==> src/sv/rfc_pkg.sv <==
`timescale 1ns / 1ps
`default_nettype none

package rfc_pkg;

    localparam logic [7:0]  PREFIX_BYTE   = 8'h0A;
    localparam logic [7:0]  FUNC_BYTE     = 8'h03;
    localparam logic [7:0]  END_BYTE      = 8'h0D;
    localparam logic [15:0] CRC_POLY      = 16'hA001;
    localparam logic [15:0] CRC_INIT      = 16'hFFFF;
    localparam logic [15:0] CRC_SHIFTMASK = 16'h7FFF;

    // field widths of the result bus
    localparam int BYTE_W   = 8;
    localparam int STATUS_W = 3;
    localparam int OUT_W    = 24;

    typedef enum logic [STATUS_W-1:0] {
        ST_OK         = 3'd0,
        ST_BAD_PREFIX = 3'd1,
        ST_BAD_ADDR   = 3'd2,
        ST_BAD_FUNC   = 3'd3,
        ST_BAD_END    = 3'd4,
        ST_BAD_CRC    = 3'd5
    } t_status;

    // one byte of reflected crc-16, eight shift steps
    function automatic logic [15:0] crc16_byte(input logic [15:0] crc_in,
                                               input logic [7:0]  data);
        logic [15:0] crc;
        logic        lsb;
        crc = crc_in ^ {8'h00, data};
        for (int i = 0; i < 8; i++) begin
            lsb = crc[0];
            crc = (crc >> 1) & CRC_SHIFTMASK;
            if (lsb) begin
                crc = crc ^ CRC_POLY;
            end
        end
        return crc;
    endfunction

endpackage

`default_nettype wire

==> src/sv/response_frame_checker_crc16.sv <==
`timescale 1ns / 1ps
`default_nettype none

// Checks one response frame a byte per transaction: prefix 0x0A, address,
// function 0x03, length N, N payload bytes, crc low, crc high, end byte 0x0D.
// The address must equal the expected_address register, written through the
// cfg channel; the user must write it only while idle; the block does not
// enforce this. A crc-16 (reflected poly 0xA001, init 0xFFFF) covers address,
// function, length and payload. Payload bytes come out as they arrive (tuser
// 0); a status item (tuser 1, tlast 1) closes the frame: 0 ok, 1 bad prefix,
// 2 wrong address, 3 bad function, 4 bad end byte (wins over a crc error),
// 5 bad crc. A header error is reported at once and the rest of the frame
// is dropped until the next byte with tuser set, which always restarts the
// parser. Throughput is one byte per clock: each byte passes through the
// parser and crc update into the result register. s_axis_tready falls only
// while a result waits in that register and m_axis_tready is low.
module response_frame_checker_crc16 (
    input  wire                     i_clk,
    input  wire                     i_rst_n,
    // configuration: expected_address
    input  wire                     i_cfg_valid,
    output logic                    o_cfg_ready,
    input  wire  [7:0]              i_cfg_data,
    // byte input
    input  wire                     s_axis_tvalid,
    output logic                    s_axis_tready,
    input  wire  [7:0]              s_axis_tdata,   // [7:0] rx_byte
    input  wire                     s_axis_tuser,   // [0] frame_start
    // result output
    output logic                    m_axis_tvalid,
    input  wire                     m_axis_tready,
    output logic [rfc_pkg::OUT_W-1:0] m_axis_tdata, // [7:0] payload_byte,
                                                    // [10:8] status,
                                                    // [18:11] payload_length,
                                                    // [23:19] zero
    output logic                    m_axis_tuser,   // [0] kind
    output logic                    m_axis_tlast    // last
);
    import rfc_pkg::*;

    typedef enum logic [2:0] {
        PH_IDLE    = 3'd0,
        PH_ADDR    = 3'd1,
        PH_FUNC    = 3'd2,
        PH_LEN     = 3'd3,
        PH_PAYLOAD = 3'd4,
        PH_CRCLO   = 3'd5,
        PH_CRCHI   = 3'd6,
        PH_END     = 3'd7
    } t_phase;

    // parser state
    t_phase      r_phase, n_phase;
    logic [7:0]  r_byte_count, n_byte_count;
    logic [7:0]  r_length, n_length;
    logic [15:0] r_crc, n_crc;
    logic        r_mismatch, n_mismatch;
    logic [7:0]  r_exp_addr;

    // result register
    logic        r_out_valid;
    logic        r_kind, n_kind;
    logic [7:0]  r_payload, n_payload;
    t_status     r_status, n_status;
    logic [7:0]  r_out_len, n_out_len;
    logic        n_emit;

    logic        w_accept;
    logic [7:0]  w_byte;
    logic [15:0] w_crc_upd;
    logic [7:0]  w_count_inc;

    // result register frees up when empty or drained this cycle
    assign s_axis_tready = !r_out_valid || m_axis_tready;
    assign w_accept      = s_axis_tvalid && s_axis_tready;
    assign w_byte        = s_axis_tdata;
    assign w_crc_upd     = crc16_byte(r_crc, w_byte);
    assign w_count_inc   = r_byte_count + 8'd1;
    assign o_cfg_ready   = 1'b1;

    always_comb begin
        n_phase    = r_phase;
        n_byte_count = r_byte_count;
        n_length   = r_length;
        n_crc      = r_crc;
        n_mismatch = r_mismatch;
        n_emit     = 1'b0;
        n_kind     = 1'b1;
        n_payload  = 8'h00;
        n_status   = ST_OK;
        n_out_len  = 8'h00;
        if (s_axis_tuser) begin
            // restart on any flagged byte, dropping an unfinished frame
            n_byte_count = 8'h00;
            n_length     = 8'h00;
            n_crc        = CRC_INIT;
            n_mismatch   = 1'b0;
            if (w_byte != PREFIX_BYTE) begin
                n_emit   = 1'b1;
                n_status = ST_BAD_PREFIX;
                n_phase  = PH_IDLE;
            end else begin
                n_phase  = PH_ADDR;
            end
        end else begin
            unique case (r_phase)
                PH_IDLE: begin
                    // stray bytes between frames are ignored
                end
                PH_ADDR: begin
                    if (w_byte != r_exp_addr) begin
                        n_emit   = 1'b1;
                        n_status = ST_BAD_ADDR;
                        n_phase  = PH_IDLE;
                    end else begin
                        n_crc    = w_crc_upd;
                        n_phase  = PH_FUNC;
                    end
                end
                PH_FUNC: begin
                    if (w_byte != FUNC_BYTE) begin
                        n_emit   = 1'b1;
                        n_status = ST_BAD_FUNC;
                        n_phase  = PH_IDLE;
                    end else begin
                        n_crc    = w_crc_upd;
                        n_phase  = PH_LEN;
                    end
                end
                PH_LEN: begin
                    n_length     = w_byte;
                    n_byte_count = 8'h00;
                    n_crc        = w_crc_upd;
                    // empty payload goes straight to the crc bytes
                    n_phase      = (w_byte == 8'h00) ? PH_CRCLO : PH_PAYLOAD;
                end
                PH_PAYLOAD: begin
                    n_crc        = w_crc_upd;
                    n_byte_count = w_count_inc;
                    if (w_count_inc == r_length) begin
                        n_phase  = PH_CRCLO;
                    end
                    n_emit       = 1'b1;
                    n_kind       = 1'b0;
                    n_payload    = w_byte;
                end
                PH_CRCLO: begin
                    n_mismatch = (w_byte != r_crc[7:0]);
                    n_phase    = PH_CRCHI;
                end
                PH_CRCHI: begin
                    if (w_byte != r_crc[15:8]) begin
                        n_mismatch = 1'b1;
                    end
                    n_phase = PH_END;
                end
                PH_END: begin
                    // bad end byte outranks a crc error
                    n_emit    = 1'b1;
                    n_out_len = r_length;
                    n_phase   = PH_IDLE;
                    if (w_byte != END_BYTE) begin
                        n_status = ST_BAD_END;
                    end else if (r_mismatch) begin
                        n_status = ST_BAD_CRC;
                    end else begin
                        n_status = ST_OK;
                    end
                end
                default: begin
                    n_phase = PH_IDLE;
                end
            endcase
        end
    end

    always_ff @(posedge i_clk) begin
        if (!i_rst_n) begin
            r_phase      <= PH_IDLE;
            r_byte_count <= 8'h00;
            r_length     <= 8'h00;
            r_crc        <= CRC_INIT;
            r_mismatch   <= 1'b0;
            r_exp_addr   <= 8'h00;
            r_out_valid  <= 1'b0;
        end else begin
            if (i_cfg_valid) begin
                r_exp_addr <= i_cfg_data;
            end
            if (w_accept) begin
                r_phase      <= n_phase;
                r_byte_count <= n_byte_count;
                r_length     <= n_length;
                r_crc        <= n_crc;
                r_mismatch   <= n_mismatch;
            end
            if (w_accept && n_emit) begin
                r_out_valid <= 1'b1;
            end else if (m_axis_tready) begin
                r_out_valid <= 1'b0;
            end
        end
    end

    // result payload, no reset needed
    always_ff @(posedge i_clk) begin
        if (w_accept && n_emit) begin
            r_kind    <= n_kind;
            r_payload <= n_payload;
            r_status  <= n_status;
            r_out_len <= n_out_len;
        end
    end

    assign m_axis_tvalid = r_out_valid;
    assign m_axis_tuser  = r_kind;
    assign m_axis_tlast  = r_kind;
    assign m_axis_tdata  = {{(OUT_W - 2*BYTE_W - STATUS_W){1'b0}},
                            r_out_len, r_status, r_payload};

    // a payload byte always yields a payload result in the next cycle
    assert property (@(posedge i_clk) disable iff (!i_rst_n)
        (w_accept && !s_axis_tuser && r_phase == PH_PAYLOAD)
        |=> (r_out_valid && !r_kind))
        else $error("payload byte produced no payload result");

    // the payload counter never reaches the held length while in payload
    assert property (@(posedge i_clk) disable iff (!i_rst_n)
        (r_phase == PH_PAYLOAD) |-> (r_byte_count < r_length))
        else $error("payload count overran length");

    // a flagged byte either opens a frame or reports a bad prefix
    assert property (@(posedge i_clk) disable iff (!i_rst_n)
        (w_accept && s_axis_tuser)
        |=> (r_phase == PH_ADDR || (r_out_valid && r_status == ST_BAD_PREFIX)))
        else $error("frame start not handled");

    // a stalled result is never overwritten
    assert property (@(posedge i_clk) disable iff (!i_rst_n)
        (r_out_valid && !m_axis_tready) |=> !$past(w_accept))
        else $error("input accepted over a stalled result");

endmodule

`default_nettype wire

==> config.mk <==
export PLATFORM = sky130hd
export DESIGN_NAME = response_frame_checker_crc16
export DESIGN_NICKNAME = d
export VERILOG_FILES = /design/src/sv/rfc_pkg.sv /design/src/sv/response_frame_checker_crc16.sv
export SDC_FILE = /design/constraint.sdc
export NUM_CORES = 1
export LEC_CHECK = 0
export BUFFER_PORTS_ARGS = -buffer_cell sky130_fd_sc_hd__buf_4
export CORE_MARGIN = 3
export CORE_UTILIZATION = 50
export CTS_BUF_LIST = sky130_fd_sc_hd__clkbuf_2
export CTS_CLUSTER_DIAMETER = 40
export DETAILED_ROUTE_END_ITERATION = 10
export PLACE_DENSITY_LB_ADDON = 0.15
export SLEW_MARGIN = 20
export SYNTH_ARGS = -nofsm -noshare
export SYNTH_HDL_FRONTEND = slang
export SYNTH_SLANG_ARGS = --single-unit
==> constraint.sdc <==
create_clock -name i_clk -period 5.5 [get_ports i_clk]
set_input_delay 0.55 -clock i_clk [delete_from_list [all_inputs] [get_ports i_clk]]
set_output_delay 0.55 -clock i_clk [all_outputs]
set_load 0.03 [all_outputs]
==> impl_metrics.env, run 1 <==
export IMPL_first_global_vias=2509
export IMPL_placementRows=29
export IMPL_setup_slack_ns=2.77
export IMPL_maxSlewHeadroom_pct=34.0
export IMPL_synth_most_common_cell="dfxtp_1"
export IMPL_synth_compound_area_share_pct=13.0
export IMPL_setup_tns_ns=0
export IMPL_maxCapViolCount=0
export IMPL_slew_violations=0
export IMPL_final_seq_area_um2=1500
export IMPL_synth_top_family_by_area="simple AND/OR/NAND/NOR gates"
export IMPL_synth_fa_ha_area_share_pct=1.44
export IMPL_clkTransAtPathRegs_ns=0.20
export IMPL_rsz0062_at_grt="no"
export IMPL_r2r_slack_ns=2.77
export IMPL_htree_levels=3
export IMPL_cts_tree="done"
export IMPL_area_delta_synth_final_pct=11.8
export IMPL_wire_per_inst_um=17.0
export IMPL_synth_area_um2=3470
export IMPL_routed_via_count=2688
export IMPL_start_util_pct=53.1
export IMPL_grt_max_degree=34
export IMPL_critPathLaunch="r_phase[1]$_SDFFE_PN0P_"
export IMPL_clock_sinks=65
export IMPL_avgSynthCellArea_um2=9.82
export IMPL_finalNetCount=409
export IMPL_io_pin_count=51
export IMPL_start_kind="register"
export IMPL_numCtsBuffers=9
export IMPL_hp_class="primary input to register"
export IMPL_outcome="completed"
export IMPL_syn_instance_count=353
export IMPL_grt_pass1_wl_um=12900
export IMPL_synth_xor_area_share_pct=11.8
export IMPL_end_kind="register"
export IMPL_die_w_um=89.3
export IMPL_antenna_left=0
export IMPL_leakagePower_uw=0.00143
export IMPL_drive_gt1_share_pct=18.3
export IMPL_period_share_pct=49.6
export IMPL_fmax_mhz=367
export IMPL_yosys_top_cells_area="dfxtp_1, edfxtp_1, xnor2_1"
export IMPL_ys_async_sr_fraction_pct=0
export IMPL_synth_mux_area_share_pct=2.63
export IMPL_yosysTopAreaCell="dfxtp_1"
export IMPL_critPathArrivalTime_ns=2.86
export IMPL_route_detailed_drc=0
export IMPL_root_buffer="clkbuf_2"
export IMPL_setup_worst_path_class="register to register"
export IMPL_cp_cell_sequence="nor2b_1, nor3b_2, a31oi_1, a211oi_4"
export IMPL_gp_congestion=0.832
export IMPL_fill_cells=579
export IMPL_synth_top_area_share_pct=26.0
export IMPL_core_um2=6530
export IMPL_slowest_delay_ns=0.87
export IMPL_final_hold_violation_count=0
export IMPL_multi_input_area_um2=1810
export IMPL_timing_rr_start="r_phase[1]$_SDFFE_PN0P_"
export IMPL_drt_iter0_markers=268
export IMPL_die_area_um2=7970
export IMPL_post_cts_buffers=0
export IMPL_grt_overflow_total=0
export IMPL_ys_ff_latch=65
export IMPL_crit_slowest_cell="a211oi_4"
export IMPL_die_h_um=89.3
export IMPL_synth_edf_count=20
export IMPL_cp_max_fo=21
export IMPL_synthSimpleGateAreaFrac_pct=22.4
export IMPL_cts_resized=0
export IMPL_worst_slew_pin_slew_ns=0.982
export IMPL_dpl_worst_slack_ns=2.80
export IMPL_insertion_delay_ns=0.51
export IMPL_hold_start="i_cfg_data[1]"
export IMPL_whs_path_depth=3
export IMPL_ys_types=56
export IMPL_min_to="r_exp_addr[1]$_SDFFE_PN0P_"
export IMPL_grtUsageTotal_pct=21.8
export IMPL_drt_pre_antenna_iters=5
export IMPL_cp_required_ns=5.63
export IMPL_antenna_found_initial=0
export IMPL_clock_path_buffers=2
export IMPL_synthTopCellsByCount="dfxtp_1, xnor2_1, nor2b_1"
export IMPL_clock_skew_ns=0.0295
export IMPL_via_per_inst=5.78
export IMPL_r2r_end="r_payload[4]$_SDFFCE_PP0P_"
export IMPL_reg2reg_depth=4
export IMPL_ir_drop_uv=165
export IMPL_portBuffers=44
export IMPL_min_period_ns=2.73
export IMPL_synth_main_ff_cell="dfxtp_1"
export IMPL_n_antenna_cell=0
export IMPL_dpl_hpwl_um=5730
export IMPL_cellPowerDensity_nw_per_um2=244
export IMPL_setup_violations=0
export IMPL_ys_warn_count=0
export IMPL_yosysSeqAreaShare_pct=43.3
export IMPL_wirelength_um=7930
export IMPL_hold_buffers=0
-- worst max path at each step --
stage,to,slack (ns)
2_1_floorplan,m_axis_tlast$_SDFFCE_PP1P_,2.07
3_3_place_gp,r_payload[4]$_SDFFCE_PP0P_,2.89
4_1_cts,r_payload[6]$_SDFFCE_PP0P_,2.82
6_report,r_payload[4]$_SDFFCE_PP0P_,2.77
5_1_grt,r_out_len[1]$_SDFFCE_PP0P_,2.60
3_5_place_dp,r_payload[4]$_SDFFCE_PP0P_,2.80
-- sequential cells by signal, indices dropped and copies added (netlist names) --
signal,count
m_axis_tlast,1
m_axis_tvalid,1
r_byte_count,8
r_crc,16
r_exp_addr,8
r_length,8
r_mismatch,1
r_out_len,8
r_payload,8
r_phase,3
r_status,3
-- cell families (layout without fill, tap and decap cells) --
logic type	Yosys count	count (layout)
buffers and inverters	34	65
XOR/XNOR	45	45
adder cells (fa/ha/maj)	4	4
multiplexers	9	9
flip-flops	65	65
AND/OR/NAND/NOR	131	131
other	2	6
AO/OA/AOI/OAI	63	63
-- worst max-delay path, delay by kind of cell (launching register included) --
kind	cells	cell delay, ns
AND/OR/NAND/NOR	2	0.69
flip-flops	1	0.63
AO/OA/AOI/OAI	2	1.03
-- final cells by class --
cell class | count | area share [%]
Clock inverter | 7 | 1.81
Timing Repair Buffer | 44 | 8.52
Tap cell | 77 | 2.49
Multi-Input combinational cell | 258 | 46.8
Inverter | 5 | 0.484
Clock buffer | 9 | 1.16
Sequential cell | 65 | 38.7
-- power breakdown --
part	internal, uW	switching [uW]
sequential	507	9.93
clock	105	184
combinational	58.3	82.5
-- placed cells by master (no fill, tap or decap), types with 5 or more instances in the layout --
| master | instances |
|---|---|
| nand4_1 | 5 |
| o21ai_0 | 11 |
| nor3_1 | 13 |
| o22a_1 | 15 |
| mux2i_1 | 8 |
| a21oi_1 | 16 |
| xnor2_1 | 33 |
| nor4_1 | 5 |
| and2_1 | 19 |
| edfxtp_1 | 20 |
| clkbuf_2 | 9 |
| nor2b_1 | 26 |
| nor3b_1 | 8 |
| conb_1 | 6 |
| buf_4 | 44 |
| nand2_1 | 15 |
| dfxtp_1 | 45 |
| nor2_1 | 14 |
| nand3_1 | 10 |
| xor2_1 | 11 |
-- metal layers --
| layer | routed length [um] | vias to the layer above | GRT usage [%] |
|---|---|---|---|
| li1 | - | 1300 | - |
| met1 | 3630 | 1267 | 30.0 |
| met2 | 3650 | 112 | 33.2 |
| met3 | 549 | 9 | 5.99 |
| met4 | 102 | 0 | 7.44 |
| met5 | 0 | - | 0 |
-- per-stage QoR --
step                std cells  total power (uW)  util (%)  hold WS [ns]  cell area (um2)
floorplan                 357               630         -         0.462             3480
global placement          449               664      57.5         0.489             3760
detailed placement        449               666      57.6         0.498             3760
CTS                       465               950      59.3         0.265             3880
global route              465               998      59.3         0.220             3880
finish                    465               947      59.3         0.282             3880
Power figures use the tool's default switching activity.
==> inputs of run 2 (changes only) <==
- ABC_AREA: not set -> 1
- clock period: 5.5 -> 2.2 ns (I/O delays scaled with it)
==> run 2 against run 1 <==
Worst hold slack worse by 0.24 ns. Core utilization is 3.0 points higher. Critical path depth is 11 higher. Final cell count is 39% higher. Design area is 12% higher. Non-clock buffer count is 24 higher. Die area is 6.2% higher. Count of clock-buffer cells in the layout is 2 higher. Fmax is 35% higher. Critical endpoint is now r_crc[0]$_SDFFE_PN1P_. Highest routed layer unchanged.
==> impl_metrics.env, run 2 <==
export IMPL_synth_area_um2=3700
export IMPL_yosysTopAreaCell="dfxtp_1"
export IMPL_cellPowerDensity_nw_per_um2=678
export IMPL_worst_slew_pin_slew_ns=0.797
export IMPL_maxCapViolCount=0
export IMPL_io_pin_count=51
export IMPL_clock_sinks=65
export IMPL_postLayoutCoreUtil_pct=62.3
export IMPL_drt_iter0_markers=208
export IMPL_area_delta_synth_final_pct=17.8
export IMPL_synth_top_area_share_pct=24.4
export IMPL_antenna_left=0
export IMPL_place_inst=614
export IMPL_cp_max_fo=4
export IMPL_grt_pass1_wl_um=14900
export IMPL_htree_levels=3
export IMPL_cpLargestDelayFamily="simple AND/OR/NAND/NOR gates"
export IMPL_top_register="r_crc"
export IMPL_slowest_delay_ns=0.38
export IMPL_slew_violations=0
export IMPL_portBuffers=44
export IMPL_dpl_worst_slack_ns=0.166
export IMPL_avgSynthCellArea_um2=7.59
export IMPL_clkPwrFrac_pct=24.6
export IMPL_maxSlewHeadroom_pct=46.8
export IMPL_end_kind="register"
export IMPL_synth_main_ff_cell="dfxtp_1"
export IMPL_route_detailed_drc=0
export IMPL_insertion_delay_ns=0.53
export IMPL_post_cts_buffers=0
export IMPL_min_period_ns=2.03
export IMPL_switching_share_pct=35.0
export IMPL_start_util_pct=52.9
export IMPL_ys_types=44
export IMPL_numCtsBuffers=9
export IMPL_finalNetCount=572
export IMPL_grt_max_degree=27
export IMPL_antenna_found_initial=0
export IMPL_gp_congestion=0.871
export IMPL_routed_via_count=3382
export IMPL_cp_cell_sequence="xor2_2, inv_1, ha_1, inv_1, nand3_1, nand3_1, nand2_1, nand2_1, nand2_1, nand2_1, nand3_1, nand3_1, nand3_1, nand2_1, nand2_1"
export IMPL_fill_cells=648
export IMPL_r2r_slack_ns=0.17
export IMPL_leakagePower_uw=0.00192
export IMPL_final_hold_violation_count=0
export IMPL_start_kind="register"
export IMPL_ys_async_sr_fraction_pct=0
export IMPL_wirelength_um=9030
export IMPL_grt_overflow_total=0
export IMPL_setup_violations=0
export IMPL_layout_common_cells="nand2_1, nor2_1, buf_4"
export IMPL_n_antenna_cell=0
export IMPL_setup_tns_ns=0
export IMPL_final_cells=647
export IMPL_yosys_top_cells_area="dfxtp_1, edfxtp_1, nand2_1"
export IMPL_cp_buffers_inverters=2
export IMPL_setup_worst_path_class="register to register"
export IMPL_largest_reg_flops=16
export IMPL_seqPwrFrac_pct=47.6
export IMPL_clock_skew_ns=0.0450
export IMPL_cts_tree="done"
export IMPL_setup_slack_ns=0.174
export IMPL_drive_gt1_share_pct=20.7
export IMPL_ys_warn_count=0
export IMPL_clock_path_buffers=2
export IMPL_synth_most_common_cell="nand2_1"
export IMPL_die_h_um=92.0
export IMPL_power_frac_comb_pct=27.8
export IMPL_period_share_pct=92.1
export IMPL_synth_edf_count=20
export IMPL_p_int_uw=1920
export IMPL_drt_pre_antenna_iters=6
export IMPL_synthTopCellsByCount="nand2_1, nor2_1, inv_1"
export IMPL_fmax_mhz=494
export IMPL_grtUsageTotal_pct=22.5
export IMPL_syn_instance_count=487
export IMPL_outcome="completed"
export IMPL_hp_class="primary input to register"
export IMPL_critPathArrivalTime_ns=2.45
export IMPL_dpl_hpwl_um=6460
export IMPL_wire_per_inst_um=14.0
export IMPL_first_global_vias=3048
export IMPL_core_um2=6980
export IMPL_root_buffer="clkbuf_2"
export IMPL_ys_ff_latch=65
export IMPL_ir_drop_uv=323
export IMPL_crit_slowest_cell="dfxtp_2"
export IMPL_via_per_inst=5.23
export IMPL_placementRows=30
export IMPL_die_area_um2=8460
export IMPL_clkTransAtPathRegs_ns=0.21
export IMPL_cp_required_ns=2.62
export IMPL_yosysSeqAreaShare_pct=40.6
export IMPL_path_common_cell="nand2_1"
export IMPL_mostFrequentLayoutCell="nand2_1"
export IMPL_die_w_um=92.0
export IMPL_dpl_instance_area_um2=4060
export IMPL_switching_power_uw=1030
export IMPL_design_area_um2=4350
[run 2: power groups by stage]
stage	clock network, uW	registers [uW]	logic (uW)
after global routing	790	1420	913
after floorplan	0	1470	548
final	726	1410	820
after global placement	0	1430	771
after CTS	740	1400	815
after detailed placement	0	1430	783
[run 2: worst register-to-register path, stage by stage, from the launching register on]
cell	delay (ns)
dfxtp_2	0.38
xor2_2	0.19
inv_1	0.06
ha_1	0.32
inv_1	0.11
nand3_1	0.08
nand3_1	0.10
nand2_1	0.06
nand2_1	0.09
nand2_1	0.07
nand2_1	0.09
nand3_1	0.09
nand3_1	0.10
nand3_1	0.07
nand2_1	0.06
nand2_1	0.04
[run 2: worst paths after layout]
path | start | end | depth (start not counted)
setup / recovery | r_crc[1]$_SDFFE_PN1P_ | r_crc[0]$_SDFFE_PN1P_ | 15
setup reg to reg | r_crc[1]$_SDFFE_PN1P_ | r_crc[0]$_SDFFE_PN1P_ | 15
hold reg to reg | r_crc[7]$_SDFFE_PN1P_ | r_crc[7]$_SDFFE_PN1P_ | 2
hold / removal | s_axis_tdata[1] | r_length[1]$_SDFFE_PN0P_ | 3
[run 2: cells by family after synthesis]
kind of cell	after synthesis	synth area share [%]
AOI/OAI and AO/OA	76	13.8
xor gates and xnor gates	18	4.27
adders and majority gates	4	1.35
buffers and inverters	79	10.2
DFF	65	40.6
other	2	0.203
and+or+nand+nor	243	29.6
[run 2: metal layers]
layer / vias to the layer above / GRT usage, % / share of wire [%]
met4: 0 / 10.4 / 2.1
met1: 1533 / 29.3 / 45
met5: - / 0 / 0
met2: 119 / 36.4 / 48
li1: 1712 / - / -
met3: 18 / 3.86 / 5.2
[run 2: through the flow]
stage                     power, uW  hold slack, ns
after global placement         2200           0.451
after detailed placement       2210           0.454
after CTS                      2960        0.000791
final                          2950          0.0457
after floorplan                2020           0.355
after global routing           3120          0.0114
[run 2: layout make-up]
cell class | instances | area [um2] | share of cell area, %
clock buffer | 11 | 55.1 | 1.26
clock inverter | 5 | 56.3 | 1.29
inverter | 55 | 209 | 4.80
multi-input combinational | 347 | 1840 | 42.3
sequential | 65 | 1500 | 34.6
tap | 96 | 120 | 2.76
timing repair buffer | 68 | 566 | 13.0
[run 2: what timing repair did]
item | in CTS | in global routing
setup endpoints to repair | 0 | 4
endpoints found under the hold margin | 9 | 0
hold buffers | 17 | 0
resized for setup | 0 | 4
==> inputs of run 3 (changes only) <==
- CTS_BUF_LIST: sky130_fd_sc_hd__clkbuf_2 -> sky130_fd_sc_hd__clkbuf_4 sky130_fd_sc_hd__clkbuf_8 sky130_fd_sc_hd__clkbuf_16
- clock period: 2.2 -> 2.4 ns (I/O delays scaled with it)
==> run 3 against run 2 <==
Final cell count fell by 3.2%. Core utilization fell by 2.4 points. Fmax fell by 4.9%. Die area did not move. Count of clock-buffer cells in the layout did not move. Clock skew fell by 0.029 ns. Via count fell by 1.9%. Sequential cell count did not move. Register-to-register slack improved by 0.095 ns. Highest routed layer unchanged.
==> impl_metrics.env, run 3 (synthesis gave the netlist of run 2 again) <==
export IMPL_outcome="completed"
export IMPL_placementRows=30
export IMPL_dpl_hpwl_um=6430
export IMPL_grtUsageTotal_pct=21.7
export IMPL_htree_levels=3
export IMPL_timing_rr_start="r_crc[1]$_SDFFE_PN1P_"
export IMPL_rsz0062_at_grt="no"
export IMPL_largest_reg_flops=16
export IMPL_clkTransAtPathRegs_ns=0.08
export IMPL_io_pin_count=51
export IMPL_final_cells=626
export IMPL_route_detailed_drc=0
export IMPL_routed_via_count=3319
export IMPL_root_buffer="clkbuf_8"
export IMPL_worst_slew_pin_slew_ns=0.745
export IMPL_start_util_pct=52.9
export IMPL_drt_pre_antenna_iters=5
export IMPL_final_hold_violation_count=0
export IMPL_wire_per_inst_um=14.3
export IMPL_maxCapViolCount=0
export IMPL_hp_class="primary input to register"
export IMPL_end_kind="register"
export IMPL_cellPowerDensity_nw_per_um2=675
export IMPL_drive_gt1_share_pct=19.8
export IMPL_p_total_uw=2830
export IMPL_setup_tns_ns=0
export IMPL_gp_congestion=0.920
export IMPL_die_w_um=92.0
export IMPL_setup_worst_path_class="register to register"
export IMPL_drt_iter0_markers=196
export IMPL_fmax_mhz=469
export IMPL_leakagePower_uw=0.00182
export IMPL_numCtsBuffers=9
export IMPL_via_per_inst=5.30
export IMPL_slew_violations=0
export IMPL_clock_path_buffers=2
export IMPL_cp_max_fo=4
export IMPL_portBuffers=44
export IMPL_hold_buffers=0
export IMPL_die_h_um=92.0
export IMPL_ir_drop_uv=336
export IMPL_clock_skew_ns=0.0159
export IMPL_layout_common_cells="nand2_1, nor2_1, inv_1"
export IMPL_first_global_vias=3027
export IMPL_cts_resized=0
export IMPL_cts_tree="done"
export IMPL_hold_start="i_cfg_data[4]"
export IMPL_critPathLaunch="r_crc[1]$_SDFFE_PN1P_"
export IMPL_finalNetCount=551
export IMPL_wirelength_um=8930
export IMPL_setup_violations=0
export IMPL_grt_pass1_wl_um=14500
export IMPL_critPathArrivalTime_ns=2.37
export IMPL_whs_ns=0.101
export IMPL_maxSlewHeadroom_pct=50.3
export IMPL_n_antenna_cell=0
export IMPL_insertion_delay_ns=0.36
export IMPL_min_period_ns=2.13
export IMPL_area_delta_synth_final_pct=13.3
export IMPL_place_inst=610
export IMPL_core_um2=6980
export IMPL_grt_max_degree=27
export IMPL_top_register="r_crc"
export IMPL_start_kind="register"
export IMPL_clock_sinks=65
export IMPL_period_share_pct=88.8
export IMPL_mostFrequentLayoutCell="nand2_1"
export IMPL_grt_overflow_total=0
export IMPL_die_area_um2=8460
export IMPL_antenna_found_initial=0
export IMPL_cp_required_ns=2.64
export IMPL_antenna_left=0
export IMPL_post_cts_buffers=0
==> run 3: cell types whose count changed in the layout (fill, tap and decap cells not counted), moves of 2 or more <==
cell           change
dlygate4sd3_1     -17
clkbuf_2          -11
clkbuf_8           +9
buf_4              -3
clkbuf_4           +2
dfxtp_1            +2
dfxtp_2            -2
==> run 3: final cells by class <==
class                      count  area, um2
clock inverter                 5       32.5
sequential                    65       1500
inverter                      55        209
multi-input combinational    347       1830
clock buffer                  11        139
fill                         657       2790
timing repair buffer          47        353
tap                           96        120
==> run 3: power breakdown <==
part / switching, uW / leakage, uW / internal (uW)
Combinational: 463 / 0.00117 / 244
Clock: 438 / 0.0000838 / 394
Sequential: 60.8 / 0.000567 / 1230
==> run 3: worst paths after layout <==
path,slack [ns],depth (start not counted),to
max reg2reg,0.27,15,r_crc[0]$_SDFFE_PN1P_
max,0.27,15,r_crc[0]$_SDFFE_PN1P_
min,0.10,3,r_exp_addr[4]$_SDFFE_PN0P_
min reg2reg,0.48,2,r_crc[1]$_SDFFE_PN1P_
==> run 3: worst max-delay path, cell delays in order (launching register included) <==
cell	delay (ns)
dfxtp_1	0.34
xor2_1	0.23
inv_1	0.08
ha_1	0.33
inv_1	0.12
nand3_1	0.09
nand3_1	0.10
nand2_1	0.05
nand2_1	0.09
nand2_1	0.08
nand2_1	0.12
nand3_1	0.11
nand3_1	0.11
nand3_1	0.07
nand2_1	0.06
nand2_1	0.05
==> run 3: metal layers <==
layer  GRT usage [%]  up-vias  routed length, um
met2            35.2      119               4200
met5               0        -                  0
met1            28.8     1513               4060
li1                -     1668                  -
met3            3.20       19                495
met4            9.65        0                178
==> run 3: per-stage QoR <==
| step | setup WS [ns] | util [%] | cell area [um2] |
|---|---|---|---|
| after floorplan | 0.472 | - | 3710 |
| after global placement | 0.384 | 57.5 | 4020 |
| after detailed placement | 0.281 | 57.5 | 4020 |
| after CTS | 0.297 | 60.0 | 4190 |
| after global routing | 0.0991 | 60.0 | 4190 |
| final | 0.269 | 60.0 | 4190 |
